File: config.mk
export PLATFORM = sky130hd
export DESIGN_NAME = cgd_queue
export DESIGN_NICKNAME = d
export VERILOG_FILES = /design/src/design/cgd_pkg.sv /design/src/design/cgd_queue.sv
export SDC_FILE = /design/constraint.sdc
export NUM_CORES = 1
export LEC_CHECK = 0
export ABC_AREA = 1
export BUFFER_PORTS_ARGS = -buffer_cell sky130_fd_sc_hd__clkbuf_2
export CAP_MARGIN = 10
export CORE_MARGIN = 2
export CORE_UTILIZATION = 40
export CTS_BUF_LIST = sky130_fd_sc_hd__clkbuf_4
export DETAILED_ROUTE_END_ITERATION = 10
export SYNTH_ARGS = -nofsm -noshare
export SYNTH_HDL_FRONTEND = slang
export SYNTH_SLANG_ARGS = --single-unit
File: constraint.sdc
create_clock -name clk -period 20.7 [get_ports clk]
set_input_delay 1.035 -clock clk [delete_from_list [all_inputs] [get_ports clk]]
set_output_delay 1.035 -clock clk [all_outputs]
set_load 0.02 [all_outputs]
File: src/design/cgd_pkg.sv
`timescale 1ns / 1ps
// Shared types, codes and constants of the cell grid dig engine.
package cgd_pkg;

	localparam int MAX_WIDTH_DEF   = 256;
	localparam int MAX_HEIGHT_DEF  = 256;
	localparam int MAX_RADIUS      = 255;
	localparam int QUEUE_DEPTH_DEF = 2;

	localparam int CMD_W   = 3;
	localparam int POS_W   = 16;
	localparam int SIZE_W  = 16;
	localparam int RAD_W   = 8;
	localparam int CODE_W  = 8;
	localparam int CELL_W  = 16;
	localparam int COUNT_W = 17;
	localparam int GRID_CW = 9;   // on-grid coordinates and grid size registers
	localparam int COORD_W = 19;  // signed working width of the classifier
	localparam int OFS_W   = 9;   // signed offset from a circle center
	localparam int SQ_W    = 16;  // squared offsets and squared radius

	localparam logic [CMD_W-1:0] CMD_READ       = 3'd0;
	localparam logic [CMD_W-1:0] CMD_WRITE_CELL = 3'd1;
	localparam logic [CMD_W-1:0] CMD_WRITE_MAT  = 3'd2;
	localparam logic [CMD_W-1:0] CMD_WRITE_BG   = 3'd3;
	localparam logic [CMD_W-1:0] CMD_DIG_CIRCLE = 3'd4;
	localparam logic [CMD_W-1:0] CMD_DIG_RECT   = 3'd5;

	localparam logic REG_GRID_WIDTH  = 1'b0;
	localparam logic REG_GRID_HEIGHT = 1'b1;
	localparam logic [GRID_CW-1:0] GRID_SIZE_RESET = 9'd256;

	typedef enum logic [2:0] {
		OP_NONE,
		OP_READ,
		OP_WR_CELL,
		OP_WR_MAT,
		OP_WR_BG,
		OP_DIG
	} op_t;

	typedef enum logic [2:0] {
		ST_CLEAR,
		ST_IDLE,
		ST_START,
		ST_RD_WAIT,
		ST_RMW,
		ST_SCAN,
		ST_SCAN_END,
		ST_DONE
	} state_t;

	typedef struct packed {
		logic [CMD_W-1:0]         command;
		logic signed [POS_W-1:0]  x_pos;
		logic signed [POS_W-1:0]  y_pos;
		logic [RAD_W-1:0]         radius;
		logic [SIZE_W-1:0]        rect_width;
		logic [SIZE_W-1:0]        rect_height;
		logic [CODE_W-1:0]        material_value;
		logic [CODE_W-1:0]        background_value;
	} request_t;

	typedef struct packed {
		logic [CODE_W-1:0]  material_out;
		logic [CODE_W-1:0]  background_out;
		logic [COUNT_W-1:0] changed_count;
		logic               in_bounds;
	} result_t;

	// Classified command handed from the front end to the executor.
	typedef struct packed {
		op_t                     op;
		logic                    in_bounds;
		logic                    circle;
		logic [GRID_CW-1:0]      x0;
		logic [GRID_CW-1:0]      y0;
		logic [GRID_CW-1:0]      x1;
		logic [GRID_CW-1:0]      y1;
		logic signed [OFS_W-1:0] dx0;
		logic signed [OFS_W-1:0] dy0;
		logic [RAD_W-1:0]        radius;
		logic [SQ_W-1:0]         dx0_sq;
		logic [SQ_W-1:0]         dy0_sq;
		logic [SQ_W-1:0]         r_sq;
		logic [CODE_W-1:0]       material;
		logic [CODE_W-1:0]       background;
	} desc_t;

endpackage

File: src/design/cgd_queue.sv
`timescale 1ns / 1ps
// Small FIFO of classified commands between front end and executor.
module cgd_queue #(
	parameter int DEPTH = cgd_pkg::QUEUE_DEPTH_DEF
) (
	input  logic           clk,
	input  logic           arst_n,
	input  logic           push,
	input  cgd_pkg::desc_t push_desc,
	input  logic           pop,
	output cgd_pkg::desc_t head_desc,
	output logic           full,
	output logic           empty
);

	localparam int PW = (DEPTH > 1) ? $clog2(DEPTH) : 1;
	localparam int CW = $clog2(DEPTH + 1);

	cgd_pkg::desc_t entry_q [DEPTH];
	logic [PW-1:0]  wr_ptr_q;
	logic [PW-1:0]  rd_ptr_q;
	logic [CW-1:0]  fill_q;
	logic           do_push;
	logic           do_pop;

	assign full      = (fill_q == CW'(DEPTH));
	assign empty     = (fill_q == '0);
	assign do_push   = push && !full;
	assign do_pop    = pop && !empty;
	assign head_desc = entry_q[rd_ptr_q];

	always_ff @(posedge clk or negedge arst_n) begin
		if (!arst_n) begin
			wr_ptr_q <= '0;
			rd_ptr_q <= '0;
			fill_q   <= '0;
		end else begin
			if (do_push) begin
				wr_ptr_q <= (wr_ptr_q == PW'(DEPTH - 1)) ? '0 : wr_ptr_q + PW'(1);
			end
			if (do_pop) begin
				rd_ptr_q <= (rd_ptr_q == PW'(DEPTH - 1)) ? '0 : rd_ptr_q + PW'(1);
			end
			if (do_push && !do_pop) begin
				fill_q <= fill_q + CW'(1);
			end else if (do_pop && !do_push) begin
				fill_q <= fill_q - CW'(1);
			end
		end
	end

	always_ff @(posedge clk) begin
		if (do_push) begin
			entry_q[wr_ptr_q] <= push_desc;
		end
	end

endmodule

==> results by group <==
Clock tree
  – CTS Buf Count: 71
  – Resize count post-CTS: 0
  – Clk_lat worst skew: 0.65 ns
  – Post-CTS Setup Bufs: 0
  – CTS tree: yes
  – Hold buffers post-CTS: 0
  – CTS max path bufs: 3
  – Clock Sinks: 266
  – Clk slew on worst S/H paths: 0.06 ns
  – Clk root buf: clkbuf_4
  – H-tree levels: 3

Setup path
  – Worst Setup Start Kind: flop
  – Slowest stage delay, CP: 0.72 ns
  – CP Capture Type: output port
  – CP max FO: 67
  – Critical path arrival: 3.17 ns
  – Critical Path RT: 19.67 ns
  – Critical path class: flop to output port
  – CP max-delay cell: dfrtp_4
  – Worst-path cell chain: inv_4 -> buf_4 -> nand2_1 -> nand2_1 -> clkbuf_2
  – Worst path most repeated cell: nand2_1

Detailed routing
  – Via count: 6,216
  – DRT iter0 DRCs: 280
  – Number of routed nets with antenna violations: 0
  – Final wirelength: 20,970 um
  – DR vias/cell: 4.427
  – Drc violations: 0
  – DRT Pass-1 Iters: 5
  – Wire per inst: 14.94 um

Placement
  – Placed Area: 11,370 um2
  – Gpl congestion: 0.7508
  – Dpl hpwl: 12,910 um
  – Port Buffer Count: 267
  – Setup WS pre-CTS: 17.09 ns

Pwr
  – Switch Pwr: 0.7050 mW
  – Cell Pwr Density: 153.2 nW/um2
  – Sw frac: 37.33%
  – Clock Power Share: 25.4%
  – Total design power: 1.889 mW
  – Worst vdd ir: 0.00005926 V
  – Internal power: 1.184 mW
  – Pleak: 5.431 nW
  – Comb pwr share: 33.3%
  – Sequential share of power: 41.3%

STA
  – Tcrit/Tclk final: 20.30%
  – Highest clock rate: 238.0 MHz
  – RSZ-0062 raised after global routing: no
  – Setup TNS: 0 ns
  – Max_slew headroom: 25.78%
  – Min Tclk post-route: 4.202 ns
  – Final worst setup slack: 16.50 ns
  – Worst-margin pin slew: 1.113 ns
  – Fin. max-slew vios: 0
  – Worst Skew: 0.03189 ns
  – Final Setup Violations: 0
  – Final hold viol count: 0

Logic synthesis
  – Fraction of the mapped netlist area in compound gates: 0.1021%
  – Synth Net Count: 852
  – Simple-gate area share of the yosys netlist: 15.74%
  – Post-synthesis sequential area ratio: 81.30%
  – Post-synth top area cell: edfxtp_1
  – Cell count after synthesis: 716
  – Post-synth cell types: 15
  – Share of the synthesized area in the top cell type: 80.28%
  – Syn Area/Cell: 13.69 um2
  – Synth Area in Adders: 0.1277%
  – Number of warnings issued by yosys: 0
  – Main combinational cell family by area after synthesis: simple AND/OR/NAND/NOR gates
  – Area contributors post-synth: edfxtp_1 80%, nand2_1 15%, buf_6 1.0%
  – Multiplexer area fraction after synthesis: 0%
  – XOR/XNOR share of the synthesized area: 0.08937%
  – Synth Cell Area: 9801 um2
  – Flop and latch count out of synthesis: 266

Floorplanning
  – Die span in x: 160.5 um
  – Core Area: 24,180 um2
  – I/O pin total: 268
  – # rows: 57
  – Starting density of the core: 40.54%
  – Total die area: 25,770 um2
  – Die height: 160.5 um

Global routing
  – Global Route Usage Sum: 16.19%
  – Vias in the first global route: 6,317
  – First-pass GRT wire length: 32,110 um
  – Initial antenna violation count: 2
  – Largest net degree at the start of global routing: 81
  – Gr ovfl total: 0

Cells and area
  – Fin util: 50.99%
  – Synth-to-layout area growth: 25.79%
  – Share of layout cells above drive strength 1: 36.09%
  – Layout Nets: 1,168
  – Finished layout cell area: 12,330 um2

Run status
  – Outcome: complete, no violations

Job
  – Max Cap Viol: 0

Hold path
  – Worst hold path class: primary input to async pin
[layout by cell type (no fill, tap or decap)]
master and count:
nand2_1 402, clkbuf_2 267, edfxtp_1 262, clkbuf_4 106
inv_1 6, clkinv_1 6, buf_4 5, bufinv_16 4
nor2_1 3, dfrtp_1 3, diode_2 2, inv_4 2
o21ai_0 2, clkinv_2 2, nor2_4 1, xnor2_1 1
nand3b_1 1, nand3_1 1, nand4_1 1, ha_1 1
clkinvlp_4 1, dfrtp_4 1
[layout make-up]
class,count,area [um2]
fillers,2191,11850
flip-flops and latches,266,7971
multi-input cells,413,1582
repair buffers,272,1374
clock buffers,106,795.8
well taps,324,405.4
clock inverters,13,160.2
inverters,8,35.03
diodes,2,5.005
[per-stage QoR]
step,std cells,hold WS (ns)
finish,1404,0.2087
global route,1403,0.1530
CTS,1402,0.1249
detailed placement,1283,0.4697
global placement,1283,0.4654
floorplan,716,0.4490
[flip-flops by register name (all words and copies together), names as in the netlist]
signal	count
rd_ptr_q	1
wr_ptr_q	1
entry_q	262
fill_q	2
[critical path: cells and delay by family (launching register included)]
| family | cells | cell delay, ns |
|---|---|---|
| buf+inv | 3 | 1.48 |
| flops | 1 | 0.72 |
| simple gates | 2 | 0.24 |
[worst paths after layout]
| check | from | to | slack [ns] | depth (start not counted) |
|---|---|---|---|---|
| setup / recovery | rd_ptr_q$_DFFE_PN0P_ | head_desc[63] | 16.50 | 5 |
| hold / removal | arst_n | wr_ptr_q$_DFFE_PN0P_ | 0.21 | 1 |
| setup reg to reg | fill_q[1]$_DFFE_PN0P_ | entry_q[0][108]$_DFFE_PP_ | 17.87 | 6 |
| hold reg to reg | wr_ptr_q$_DFFE_PN0P_ | wr_ptr_q$_DFFE_PN0P_ | 0.49 | 2 |
| max in group asynchronous | arst_n | rd_ptr_q$_DFFE_PN0P_ | 20.35 | 1 |
| min in group clk | wr_ptr_q$_DFFE_PN0P_ | wr_ptr_q$_DFFE_PN0P_ | 0.49 | 2 |
[cell usage after synthesis (all sizes together)]
cell type and instances:
buf 29, inv 8, nand3 1, nand3b 1, dfrtp 4, xnor2 1, ha 1, o21ai 2
nand2 402, edfxtp 262, nand4 1, nor2 4
[power groups by stage]
stage	Sequential [mW]	Clock [mW]	Combinational, mW
4_1_cts	0.781	0.499	0.645
2_1_floorplan	0.787	0	0.444
3_3_place_gp	0.790	0	0.639
3_5_place_dp	0.792	0	0.643
5_1_grt	0.793	0.525	0.690
6_report	0.780	0.480	0.629
[cell families (layout without fill, tap and decap cells)]
family          Yosys count  count (layout)
simple gates            409             409
compound gates            2               2
fa+ha+maj                 1               1
buf+inv                  37             399
xor+xnor                  1               1
other cells               0               2
flops                   266             266
[routing by layer]
metal	up-vias	part of all wire, %	GRT usage, %
li1	3101	-	-
met1	2890	40	18.33
met2	193	52	27.98
met3	32	6.5	5.088
met4	0	2.2	7.576
met5	-	0	0
No activity file was read; power rests on OpenSTA's default activity.
