==> src/design/cgd_pkg.sv <==
`timescale 1ns / 1ps
// Shared types, codes and constants of the cell grid dig engine.
package cgd_pkg;

	localparam int MAX_WIDTH_DEF   = 256;
	localparam int MAX_HEIGHT_DEF  = 256;
	localparam int MAX_RADIUS      = 255;
	localparam int QUEUE_DEPTH_DEF = 2;

	localparam int CMD_W   = 3;
	localparam int POS_W   = 16;
	localparam int SIZE_W  = 16;
	localparam int RAD_W   = 8;
	localparam int CODE_W  = 8;
	localparam int CELL_W  = 16;
	localparam int COUNT_W = 17;
	localparam int GRID_CW = 9;   // on-grid coordinates and grid size registers
	localparam int COORD_W = 19;  // signed working width of the classifier
	localparam int OFS_W   = 9;   // signed offset from a circle center
	localparam int SQ_W    = 16;  // squared offsets and squared radius

	localparam logic [CMD_W-1:0] CMD_READ       = 3'd0;
	localparam logic [CMD_W-1:0] CMD_WRITE_CELL = 3'd1;
	localparam logic [CMD_W-1:0] CMD_WRITE_MAT  = 3'd2;
	localparam logic [CMD_W-1:0] CMD_WRITE_BG   = 3'd3;
	localparam logic [CMD_W-1:0] CMD_DIG_CIRCLE = 3'd4;
	localparam logic [CMD_W-1:0] CMD_DIG_RECT   = 3'd5;

	localparam logic REG_GRID_WIDTH  = 1'b0;
	localparam logic REG_GRID_HEIGHT = 1'b1;
	localparam logic [GRID_CW-1:0] GRID_SIZE_RESET = 9'd256;

	typedef enum logic [2:0] {
		OP_NONE,
		OP_READ,
		OP_WR_CELL,
		OP_WR_MAT,
		OP_WR_BG,
		OP_DIG
	} op_t;

	typedef enum logic [2:0] {
		ST_CLEAR,
		ST_IDLE,
		ST_START,
		ST_RD_WAIT,
		ST_RMW,
		ST_SCAN,
		ST_SCAN_END,
		ST_DONE
	} state_t;

	typedef struct packed {
		logic [CMD_W-1:0]         command;
		logic signed [POS_W-1:0]  x_pos;
		logic signed [POS_W-1:0]  y_pos;
		logic [RAD_W-1:0]         radius;
		logic [SIZE_W-1:0]        rect_width;
		logic [SIZE_W-1:0]        rect_height;
		logic [CODE_W-1:0]        material_value;
		logic [CODE_W-1:0]        background_value;
	} request_t;

	typedef struct packed {
		logic [CODE_W-1:0]  material_out;
		logic [CODE_W-1:0]  background_out;
		logic [COUNT_W-1:0] changed_count;
		logic               in_bounds;
	} result_t;

	// Classified command handed from the front end to the executor.
	typedef struct packed {
		op_t                     op;
		logic                    in_bounds;
		logic                    circle;
		logic [GRID_CW-1:0]      x0;
		logic [GRID_CW-1:0]      y0;
		logic [GRID_CW-1:0]      x1;
		logic [GRID_CW-1:0]      y1;
		logic signed [OFS_W-1:0] dx0;
		logic signed [OFS_W-1:0] dy0;
		logic [RAD_W-1:0]        radius;
		logic [SQ_W-1:0]         dx0_sq;
		logic [SQ_W-1:0]         dy0_sq;
		logic [SQ_W-1:0]         r_sq;
		logic [CODE_W-1:0]       material;
		logic [CODE_W-1:0]       background;
	} desc_t;

endpackage

==> src/design/cgd_front.sv <==
`timescale 1ns / 1ps
// Front end: takes commands, clips them to the grid and queues a descriptor.
module cgd_front #(
	parameter int MAX_WIDTH  = cgd_pkg::MAX_WIDTH_DEF,
	parameter int MAX_HEIGHT = cgd_pkg::MAX_HEIGHT_DEF
) (
	input  logic                          clk,
	input  logic                          arst_n,
	input  logic                          start,
	output logic                          busy,
	input  cgd_pkg::request_t             request,
	input  logic [cgd_pkg::GRID_CW-1:0]   grid_width,
	input  logic [cgd_pkg::GRID_CW-1:0]   grid_height,
	input  logic                          clearing,
	output logic                          push,
	output cgd_pkg::desc_t                push_desc,
	input  logic                          queue_full
);

	localparam int CW = cgd_pkg::COORD_W;
	localparam logic signed [CW-1:0] ONE = CW'(1);

	logic              valid_s1;
	logic              valid_s2;
	cgd_pkg::request_t req_s1;
	cgd_pkg::desc_t    desc_s2;
	cgd_pkg::desc_t    desc_d;
	logic              adv1;
	logic              accept;

	logic signed [CW-1:0] cx, cy, rr, rw, rh, uw, uh;
	logic signed [CW-1:0] xlo, xhi, ylo, yhi, x0c, x1c, y0c, y1c, dx0, dy0;
	logic [cgd_pkg::RAD_W-1:0] r;
	logic inb;
	logic box_empty;

	logic signed [2*cgd_pkg::OFS_W-1:0] dx_sq;
	logic signed [2*cgd_pkg::OFS_W-1:0] dy_sq;
	logic [2*cgd_pkg::RAD_W-1:0]        r_sq;

	assign push   = valid_s2 && !queue_full;
	assign adv1   = valid_s1 && (!valid_s2 || push);
	assign busy   = clearing || (valid_s1 && !(!valid_s2 || push));
	assign accept = start && !busy;

	always_ff @(posedge clk or negedge arst_n) begin
		if (!arst_n) begin
			valid_s1 <= 1'b0;
			valid_s2 <= 1'b0;
		end else begin
			if (accept) begin
				valid_s1 <= 1'b1;
			end else if (adv1) begin
				valid_s1 <= 1'b0;
			end
			if (adv1) begin
				valid_s2 <= 1'b1;
			end else if (push) begin
				valid_s2 <= 1'b0;
			end
		end
	end

	always_ff @(posedge clk) begin
		if (accept) begin
			req_s1 <= request;
		end
		if (adv1) begin
			desc_s2 <= desc_d;
		end
	end

	// Classification and clipping
	always_comb begin
		r  = (int'(req_s1.radius) > cgd_pkg::MAX_RADIUS) ?
			cgd_pkg::RAD_W'(cgd_pkg::MAX_RADIUS) : req_s1.radius;
		cx = {{(CW - cgd_pkg::POS_W){req_s1.x_pos[cgd_pkg::POS_W-1]}}, req_s1.x_pos};
		cy = {{(CW - cgd_pkg::POS_W){req_s1.y_pos[cgd_pkg::POS_W-1]}}, req_s1.y_pos};
		rr = CW'(r);
		rw = CW'(req_s1.rect_width);
		rh = CW'(req_s1.rect_height);
		uw = (int'(grid_width) > MAX_WIDTH) ? CW'(MAX_WIDTH) : CW'(grid_width);
		uh = (int'(grid_height) > MAX_HEIGHT) ? CW'(MAX_HEIGHT) : CW'(grid_height);

		inb = (cx >= 0) && (cx < uw) && (cy >= 0) && (cy < uh);

		if (req_s1.command == cgd_pkg::CMD_DIG_CIRCLE) begin
			xlo = cx - rr;
			xhi = cx + rr;
			ylo = cy - rr;
			yhi = cy + rr;
		end else begin
			xlo = cx;
			xhi = cx + rw - ONE;
			ylo = cy;
			yhi = cy + rh - ONE;
		end
		x0c = (xlo < 0) ? '0 : xlo;
		y0c = (ylo < 0) ? '0 : ylo;
		x1c = (xhi > uw - ONE) ? uw - ONE : xhi;
		y1c = (yhi > uh - ONE) ? uh - ONE : yhi;
		box_empty = (x0c > x1c) || (y0c > y1c);

		// offset of the first visited column and row from the center
		dx0 = (-rr > -cx) ? -rr : -cx;
		dy0 = (-rr > -cy) ? -rr : -cy;

		desc_d            = '0;
		desc_d.op         = cgd_pkg::OP_NONE;
		desc_d.in_bounds  = inb;
		desc_d.circle     = (req_s1.command == cgd_pkg::CMD_DIG_CIRCLE);
		desc_d.radius     = r;
		desc_d.material   = req_s1.material_value;
		desc_d.background = req_s1.background_value;
		desc_d.dx0        = cgd_pkg::OFS_W'(dx0);
		desc_d.dy0        = cgd_pkg::OFS_W'(dy0);
		desc_d.x0         = cgd_pkg::GRID_CW'(cx);
		desc_d.y0         = cgd_pkg::GRID_CW'(cy);
		desc_d.x1         = cgd_pkg::GRID_CW'(x1c);
		desc_d.y1         = cgd_pkg::GRID_CW'(y1c);

		case (req_s1.command)
			cgd_pkg::CMD_READ: begin
				if (inb) desc_d.op = cgd_pkg::OP_READ;
			end
			cgd_pkg::CMD_WRITE_CELL: begin
				if (inb) desc_d.op = cgd_pkg::OP_WR_CELL;
			end
			cgd_pkg::CMD_WRITE_MAT: begin
				if (inb) desc_d.op = cgd_pkg::OP_WR_MAT;
			end
			cgd_pkg::CMD_WRITE_BG: begin
				if (inb) desc_d.op = cgd_pkg::OP_WR_BG;
			end
			cgd_pkg::CMD_DIG_CIRCLE, cgd_pkg::CMD_DIG_RECT: begin
				desc_d.x0 = cgd_pkg::GRID_CW'(x0c);
				desc_d.y0 = cgd_pkg::GRID_CW'(y0c);
				if (!box_empty) desc_d.op = cgd_pkg::OP_DIG;
			end
			default: begin
				desc_d.op = cgd_pkg::OP_NONE;
			end
		endcase
	end

	// Squares for the circle test, one multiplier per term
	always_comb begin
		dx_sq                = desc_s2.dx0 * desc_s2.dx0;
		dy_sq                = desc_s2.dy0 * desc_s2.dy0;
		r_sq                 = desc_s2.radius * desc_s2.radius;
		push_desc            = desc_s2;
		push_desc.dx0_sq     = cgd_pkg::SQ_W'(dx_sq);
		push_desc.dy0_sq     = cgd_pkg::SQ_W'(dy_sq);
		push_desc.r_sq       = cgd_pkg::SQ_W'(r_sq);
	end

endmodule

==> config.mk <==
export PLATFORM = sky130hd
export DESIGN_NAME = cgd_front
export DESIGN_NICKNAME = d
export VERILOG_FILES = /design/src/design/cgd_pkg.sv /design/src/design/cgd_front.sv
export SDC_FILE = /design/constraint.sdc
export NUM_CORES = 1
export LEC_CHECK = 0
export BUFFER_PORTS_ARGS = -buffer_cell sky130_fd_sc_hd__clkbuf_2
export CAP_MARGIN = 15
export CORE_UTILIZATION = 28
export DETAILED_ROUTE_END_ITERATION = 8
export PLACE_DENSITY = 0.41
export SETUP_SLACK_MARGIN = 0.2
export SLEW_MARGIN = 20
export SYNTH_ARGS = -nofsm -noshare
export SYNTH_HDL_FRONTEND = slang
export SYNTH_SLANG_ARGS = --single-unit
==> constraint.sdc <==
create_clock -name clk -period 7.8 [get_ports clk]
set_input_delay 1.17 -clock clk [delete_from_list [all_inputs] [get_ports clk]]
set_output_delay 1.17 -clock clk [all_outputs]
set_load 0.02 [all_outputs]
==> impl_results.md, run 1 <==
- Slew @ Worst Pin: 960 ps
- Worst hold path class: reg -> reg
- Slowest cell on crit path: edfxtp_1
- Crit path kind: reg -> reg
- Max Cap Viol: 0
- Largest net degree at the start of global routing: 71
- Vias after detailed routing: 16530
- YS warnings: 0
- Worst R2R Path Depth: 36
- Cells after synthesis: 2249
- Fraction of layout cells with a size suffix above 1: 15.3%
- Final Cycle Share: 92.5%
- Reg-to-reg startpoint: cx[1]$_DFFE_PP_
- Final hold viol count: 0
- Nets: 3101
- Fmax: 0.139 GHz
- Power Density: 266 nW/µm²
- Final Wtd Congestion: 0.859
- CP Launch Type: flop
- Reg clk slew, reported paths: 80 ps
- Syn avg cell area: 9.38 µm²
- Final HPWL DP: 52200 µm
- Async SR Flop Fraction: 1.14%
- H-tree depth: 4
- Via/cell ratio: 4.71
- Critical path required time: 8140 ps
- Min Tclk post-route: 7210 ps
- Grt ovf: 0
- Final Setup Violations: 0
- Seq cells post-synth: 176
- Starting DRC count in detailed routing: 873
- Max Clock Skew: 17.8 ps
- Clk sinks: 176
- N_diodes: 0
- Register area share after synthesis: 25.0%
- Total CTS buffers: 17
- Crit. End Element: flop
- Max_slew headroom: 35.2%
- Critical path peak fanout: 6
- FP Rows: 100
- DIE AREA: 76400 µm²
- CTS Buffer Depth: 2
- Hold path depth: 0
- Worst Hold Path EP: push_desc[1]$_DFFE_PP_
- Buffers & Inverters on Critical Path: 4
- Post-synth EDFFs: 174
- Clock Root Buffer: clkbuf_16
- Netlist cell types: 85
- Ys flop type: edfxtp_1
- Die height: 276 µm
- Top delay family on crit path: compound AO/OA/AOI/OAI gates
- Die width: 276 µm
- Cell taking the most area after synthesis: edfxtp_1
- Area Overhead vs Synth: 15.8%
- I/O Pins: 247
- Drt wl/cell: 18.1 µm
- Status: complete, no violations
- Setup TNS: 0 ps
- Antenna violations before repair: 1
- Area contributors post-synth: edfxtp_1 (25%), ha_1 (19%), fa_1 (13%)
- CP arrival: 7550 ps
- First-pass DRT Iterations: 5
- R2R Path End: push_desc[128]$_DFFE_PP_
- Routed WL: 63600 µm
- DRC: 0
- Min-delay src: desc_d[1]$_DFFE_PP_
- Area of the core: 74400 µm²
- Max IR drop VDD: 0.198 mV
- Total track usage: 16.6%
- CTS tree: built
- Vias in the first global route: 16783
- First-pass GRT wire length: 97600 µm
- Clk_lat worst skew: 510 ps
- Final ANT Viol Nets: 0
- Slowest stage delay, CP: 390 ps
- Initial core utilization: 28.3%
- Synth Cell Area: 21100 µm²
- Number of port buffers: 243
- Synth top area share: 24.8%
- Worst hold slack: 421 ps
- P_leak: 11.4 nW
- Max-slew violation count: 0
- RSZ-0062 raised after global routing: no
- Reg-to-reg slack, setup: 590 ps
## layer usage
layer	up-vias	wire [µm]	GRT usage, %
met4	2	1560	5.31
met3	66	2220	2.52
met5	-	13	0
met1	7945	29400	21.9
met2	330	30500	27.8
li1	8187	-	-
## cells in the mapped netlist, types with 5 or more instances
master	instances
inv_1	351
ha_1	324
edfxtp_1	174
nand2_1	173
fa_1	139
xnor2_1	130
a21oi_1	122
nor2_1	121
o21ai_0	104
and2_1	73
nor2b_1	38
a21o_1	36
clkbuf_1	34
mux2i_1	31
nand2b_1	30
nand3_1	29
o21a_1	29
xor2_1	29
nor3_1	28
nand4_1	20
nor4_1	18
a211oi_1	17
o21bai_1	14
and3_1	13
or3_1	12
a31oi_1	11
o31ai_1	11
o211ai_1	9
a22o_1	7
mux2_2	7
a21boi_0	6
and4_1	6
buf_4	6
or2_2	6
nand3b_1	5
## flip-flops by register name, indices dropped and copies added (netlist names)
| name | flops |
|---|---|
| push_desc | 83 |
| req_s1 | 35 |
| cx | 16 |
| cy | 16 |
| desc_d | 16 |
| r | 8 |
| valid_s1 | 1 |
| valid_s2 | 1 |
## worst max-delay path by stage
stage	startpoint	end	slack [ps]	depth (start not counted)
after global placement	cx[1]$_DFFE_PP_	push_desc[130]$_DFFE_PP_	330	36
after global routing	cx[1]$_DFFE_PP_	push_desc[128]$_DFFE_PP_	190	36
final	cx[1]$_DFFE_PP_	push_desc[128]$_DFFE_PP_	590	36
after CTS	cx[1]$_DFFE_PP_	push_desc[130]$_DFFE_PP_	270	36
after floorplan	cx[1]$_DFFE_PP_	push_desc[128]$_DFFE_PP_	1240	37
after detailed placement	cx[1]$_DFFE_PP_	push_desc[130]$_DFFE_PP_	200	36
## cell families after synthesis
logic type	count (synthesis)	synth area share (%)
AO/OA/AOI/OAI	411	12.4
XOR/XNOR	159	6.60
adder cells (fa/ha/maj)	463	32.4
buffers and inverters	410	7.65
flip-flops	176	25.0
multiplexers	39	1.91
other	1	0.0178
AND/OR/NAND/NOR	590	14.0
## cells in the final DEF, fill, tap and decap left out, types with 11 or more instances in the layout
cell	Yosys	layout
a211oi_1	17	14
a21o_1	36	36
a21oi_1	122	120
a31oi_1	11	11
and2_1	73	72
and3_1	13	13
buf_4	6	61
clkbuf_16	0	17
clkbuf_2	0	243
edfxtp_1	174	174
fa_1	139	139
ha_1	324	324
inv_1	351	351
mux2i_1	31	30
nand2_1	173	173
nand2b_1	30	30
nand3_1	29	29
nand4_1	20	20
nor2_1	121	119
nor2b_1	38	37
nor3_1	28	28
nor4_1	18	18
o21a_1	29	29
o21ai_0	104	101
o21bai_1	14	14
o31ai_1	11	11
or3_1	12	12
xnor2_1	130	130
xor2_1	29	29
## through the flow
step | utilization [%] | cells | cell area (µm²) | power (mW) | setup slack [ps]
5_1_grt | 32.8 | 3506 | 24400 | 7.11 | 195
3_5_place_dp | 31.7 | 3456 | 23600 | 5.64 | 202
3_3_place_gp | 31.7 | 3456 | 23600 | 5.62 | 326
4_1_cts | 32.5 | 3488 | 24200 | 6.60 | 274
2_1_floorplan | - | 2251 | 21100 | 4.40 | 1240
6_report | 32.8 | 3506 | 24400 | 6.49 | 587
## where the power goes
part	internal, mW	switching (mW)	leakage (nW)
clock network	0.451	0.445	0.283
logic	1.80	2.61	9.51
registers	1.12	0.0593	1.65
## layout make-up
type                            instances  area, µm²
Sequential cell                       176       5280
Fill cell                            7785      50000
Clock buffer                           18        429
Timing Repair Buffer                  306       1710
Inverter                              357       1350
Clock inverter                         14        151
Tap cell                              969       1210
Multi-Input combinational cell       1666      14300
## timing repair
action                                  CTS  global route
pin swaps                                 0             6
endpoints found under the setup margin    2             3
gates resized for setup                   1            16
gates cloned                              0             1
hold buffers                              0             0
buffers inserted                          0            16
Power figures use the tool's default switching activity.
==> inputs of run 2 (changes only) <==
--- a/config.mk
+++ b/config.mk
@@ -10,6 +10,7 @@
 export CORE_UTILIZATION = 28
 export DETAILED_ROUTE_END_ITERATION = 8
 export PLACE_DENSITY = 0.41
+export RECOVER_POWER = 25
 export SETUP_SLACK_MARGIN = 0.2
 export SLEW_MARGIN = 20
 export SYNTH_ARGS = -nofsm -noshare
==> impl_results.md, run 2 (synthesis gave the netlist of run 1 again) <==
- Max-slew violation count: 8 (was 0)
- R2R Path End: push_desc[128]$_DFFE_PP_ (unchanged)
- Dpl cells: 3456 (unchanged)
- Status: finished with violations (was complete, no violations)
- Clk sinks: 176 (unchanged)
- Max reg flops: 83 (unchanged)
- Die height: 276 µm (unchanged)
- CP Launch Type: flop (unchanged)
- Initial core utilization: 28.3% (unchanged)
- Fmax: 0.138 GHz (was 0.139 GHz)
- P_leak: 11.4 nW (about the same)
- Register area: 5280 µm² (unchanged)
- Total CTS buffers: 17 (unchanged)
- Number of port buffers: 243 (unchanged)
- Clock Root Buffer: clkbuf_16 (unchanged)
- Most common cell after layout, fill and taps aside: inv_1 (unchanged)
- Crit path kind: reg -> reg (unchanged)
- FP Rows: 100 (unchanged)
- Largest net degree at the start of global routing: 71 (unchanged)
- Vias in the first global route: 16783 (unchanged)
- Slowest cell on crit path: edfxtp_1 (unchanged)
- Worst hold slack: 421 ps (about the same)
- Most frequent cells in the layout: inv_1 (351), ha_1 (324), clkbuf_2 (226) (was inv_1 (351), ha_1 (324), clkbuf_2 (243))
- Sw power: 3.12 mW (about the same)
- Hold path depth: 0 (unchanged)
- Final Wtd Congestion: 0.859 (unchanged)
- Nets: 3101 (unchanged)
- First-pass GRT wire length: 97600 µm (unchanged)
- Crit. End Element: flop (unchanged)
- I/O Pins: 247 (unchanged)
- Sw Share: 48.1% (was 48.0%)
- Total track usage: 16.6% (unchanged)
- Gate power share: 68.0% (about the same)
- Clock power frac: 13.8% (about the same)
- Drt wl/cell: 18.2 µm (was 18.1 µm)
- Reg clk slew, reported paths: 80 ps (about the same)
- Violated checks: capacitance limit, slew limit
- DRC: 0 (unchanged)
- Final Cycle Share: 92.7% (was 92.5%)
- Reg-to-reg slack, setup: 570 ps (was 590 ps)
- Worst hold path class: reg -> reg (unchanged)
- Final HPWL DP: 52200 µm (unchanged)
- Area of the core: 74400 µm² (unchanged)
- Antenna violations before repair: 1 (unchanged)
- Fin cells: 3506 (unchanged)
- Grt ovf: 0 (unchanged)
- First-pass DRT Iterations: 5 (unchanged)
- Max_slew headroom: -38.7% (was 35.2%)
- Fill count: 7792 (was 7785)
- Final Setup Violations: 0 (unchanged)
- Max IR drop VDD: 0.198 mV (unchanged)
- Worst Hold Path EP: push_desc[1]$_DFFE_PP_ (unchanged)
- Worst R2R Path Depth: 36 (unchanged)
- Slowest stage delay, CP: 390 ps (about the same)
- Reg-to-reg startpoint: cx[1]$_DFFE_PP_ (unchanged)
- Fraction of layout cells with a size suffix above 1: 14.3% (was 15.3%)
- Power Density: 266 nW/µm² (about the same)
- RSZ-0062 raised after global routing: no (unchanged)
- Slew @ Worst Pin: 2060 ps (was 960 ps)
- Pint: 3.37 mW (about the same)
- CTS tree: built (unchanged)
- Starting DRC count in detailed routing: 913 (was 873)
- Sequential share of power: 18.2% (about the same)
- CTS Buffer Depth: 2 (unchanged)
- Critical path required time: 8130 ps (was 8140 ps)
- Routed WL: 63700 µm (was 63600 µm)
- Critical path peak fanout: 6 (unchanged)
- H-tree depth: 4 (unchanged)
- Total power: 6.49 mW (about the same)
- Max Cap Viol: 1 (was 0)
- Area Overhead vs Synth: 15.5% (was 15.8%)
- Max Clock Skew: 19.7 ps (was 17.8 ps)
- Multi-input logic area: 14300 µm² (about the same)
- N_diodes: 0 (unchanged)
- Final hold viol count: 0 (unchanged)
- Final ANT Viol Nets: 0 (unchanged)
- Die width: 276 µm (unchanged)
- Vias after detailed routing: 16528 (was 16530)
- CP arrival: 7560 ps (was 7550 ps)
- Min Tclk post-route: 7230 ps (was 7210 ps)
- Via/cell ratio: 4.71 (about the same)
- Setup TNS: 0 ps (unchanged)
- Min-delay src: desc_d[1]$_DFFE_PP_ (unchanged)
- Clk_lat worst skew: 510 ps (about the same)
- DIE AREA: 76400 µm² (unchanged)
-- run 2: per-layer routing --
metal | global-route usage, % | routed length (µm) | vias up
met5 | 0 | 13 | -
met4 | 5.31 | 1610 | 2
met3 | 2.52 | 2210 | 68
met2 | 27.8 | 30400 | 340
met1 | 21.9 | 29400 | 7932
li1 | - | - | 8186
-- run 2: worst max path at each step --
stage,from,to,depth (start not counted)
2_1_floorplan,cx[1]$_DFFE_PP_,push_desc[128]$_DFFE_PP_,37
3_3_place_gp,cx[1]$_DFFE_PP_,push_desc[130]$_DFFE_PP_,36
3_5_place_dp,cx[1]$_DFFE_PP_,push_desc[130]$_DFFE_PP_,36
4_1_cts,cx[1]$_DFFE_PP_,push_desc[130]$_DFFE_PP_,36
5_1_grt,cx[1]$_DFFE_PP_,push_desc[128]$_DFFE_PP_,36
6_report,cx[1]$_DFFE_PP_,push_desc[128]$_DFFE_PP_,36
-- run 2: layout make-up --
class                           count  share of cell area, %
Clock buffer                       18                   1.76
Clock inverter                     14                  0.622
Inverter                          357                   5.52
Multi-Input combinational cell   1666                   58.6
Sequential cell                   176                   21.7
Tap cell                          969                   4.98
Timing Repair Buffer              306                   6.84
-- run 2: critical path, delay by kind of cell, from the launching register on --
kind	cells	cell delay (ps)
xor+xnor	1	150
compound gates	18	3150
flops	1	390
fa+ha+maj	5	1460
buf+inv	4	450
mux	1	340
simple gates	7	1100
-- run 2: through the flow --
step	worst slack, ps	utilization (%)	area [µm²]
2_1_floorplan	1240	-	21100
3_5_place_dp	202	31.7	23600
3_3_place_gp	326	31.7	23600
4_1_cts	274	32.5	24200
5_1_grt	195	32.7	24400
6_report	571	32.7	24400
-- run 2: timing repair --
item,in CTS,in global routing
setup endpoints to repair,2,3
hold buffers,0,0
gates resized for setup,1,16
gates cloned,0,1
buffers inserted,0,16
pin swaps,0,6
-- run 2: power by group through the flow --
stage	combinational (mW)	clock [mW]	sequential [mW]
finish	4.41	0.896	1.18
CTS	4.48	0.933	1.18
global route	4.95	0.965	1.19
floorplan	3.18	0	1.22
global placement	4.42	0	1.20
detailed placement	4.44	0	1.20
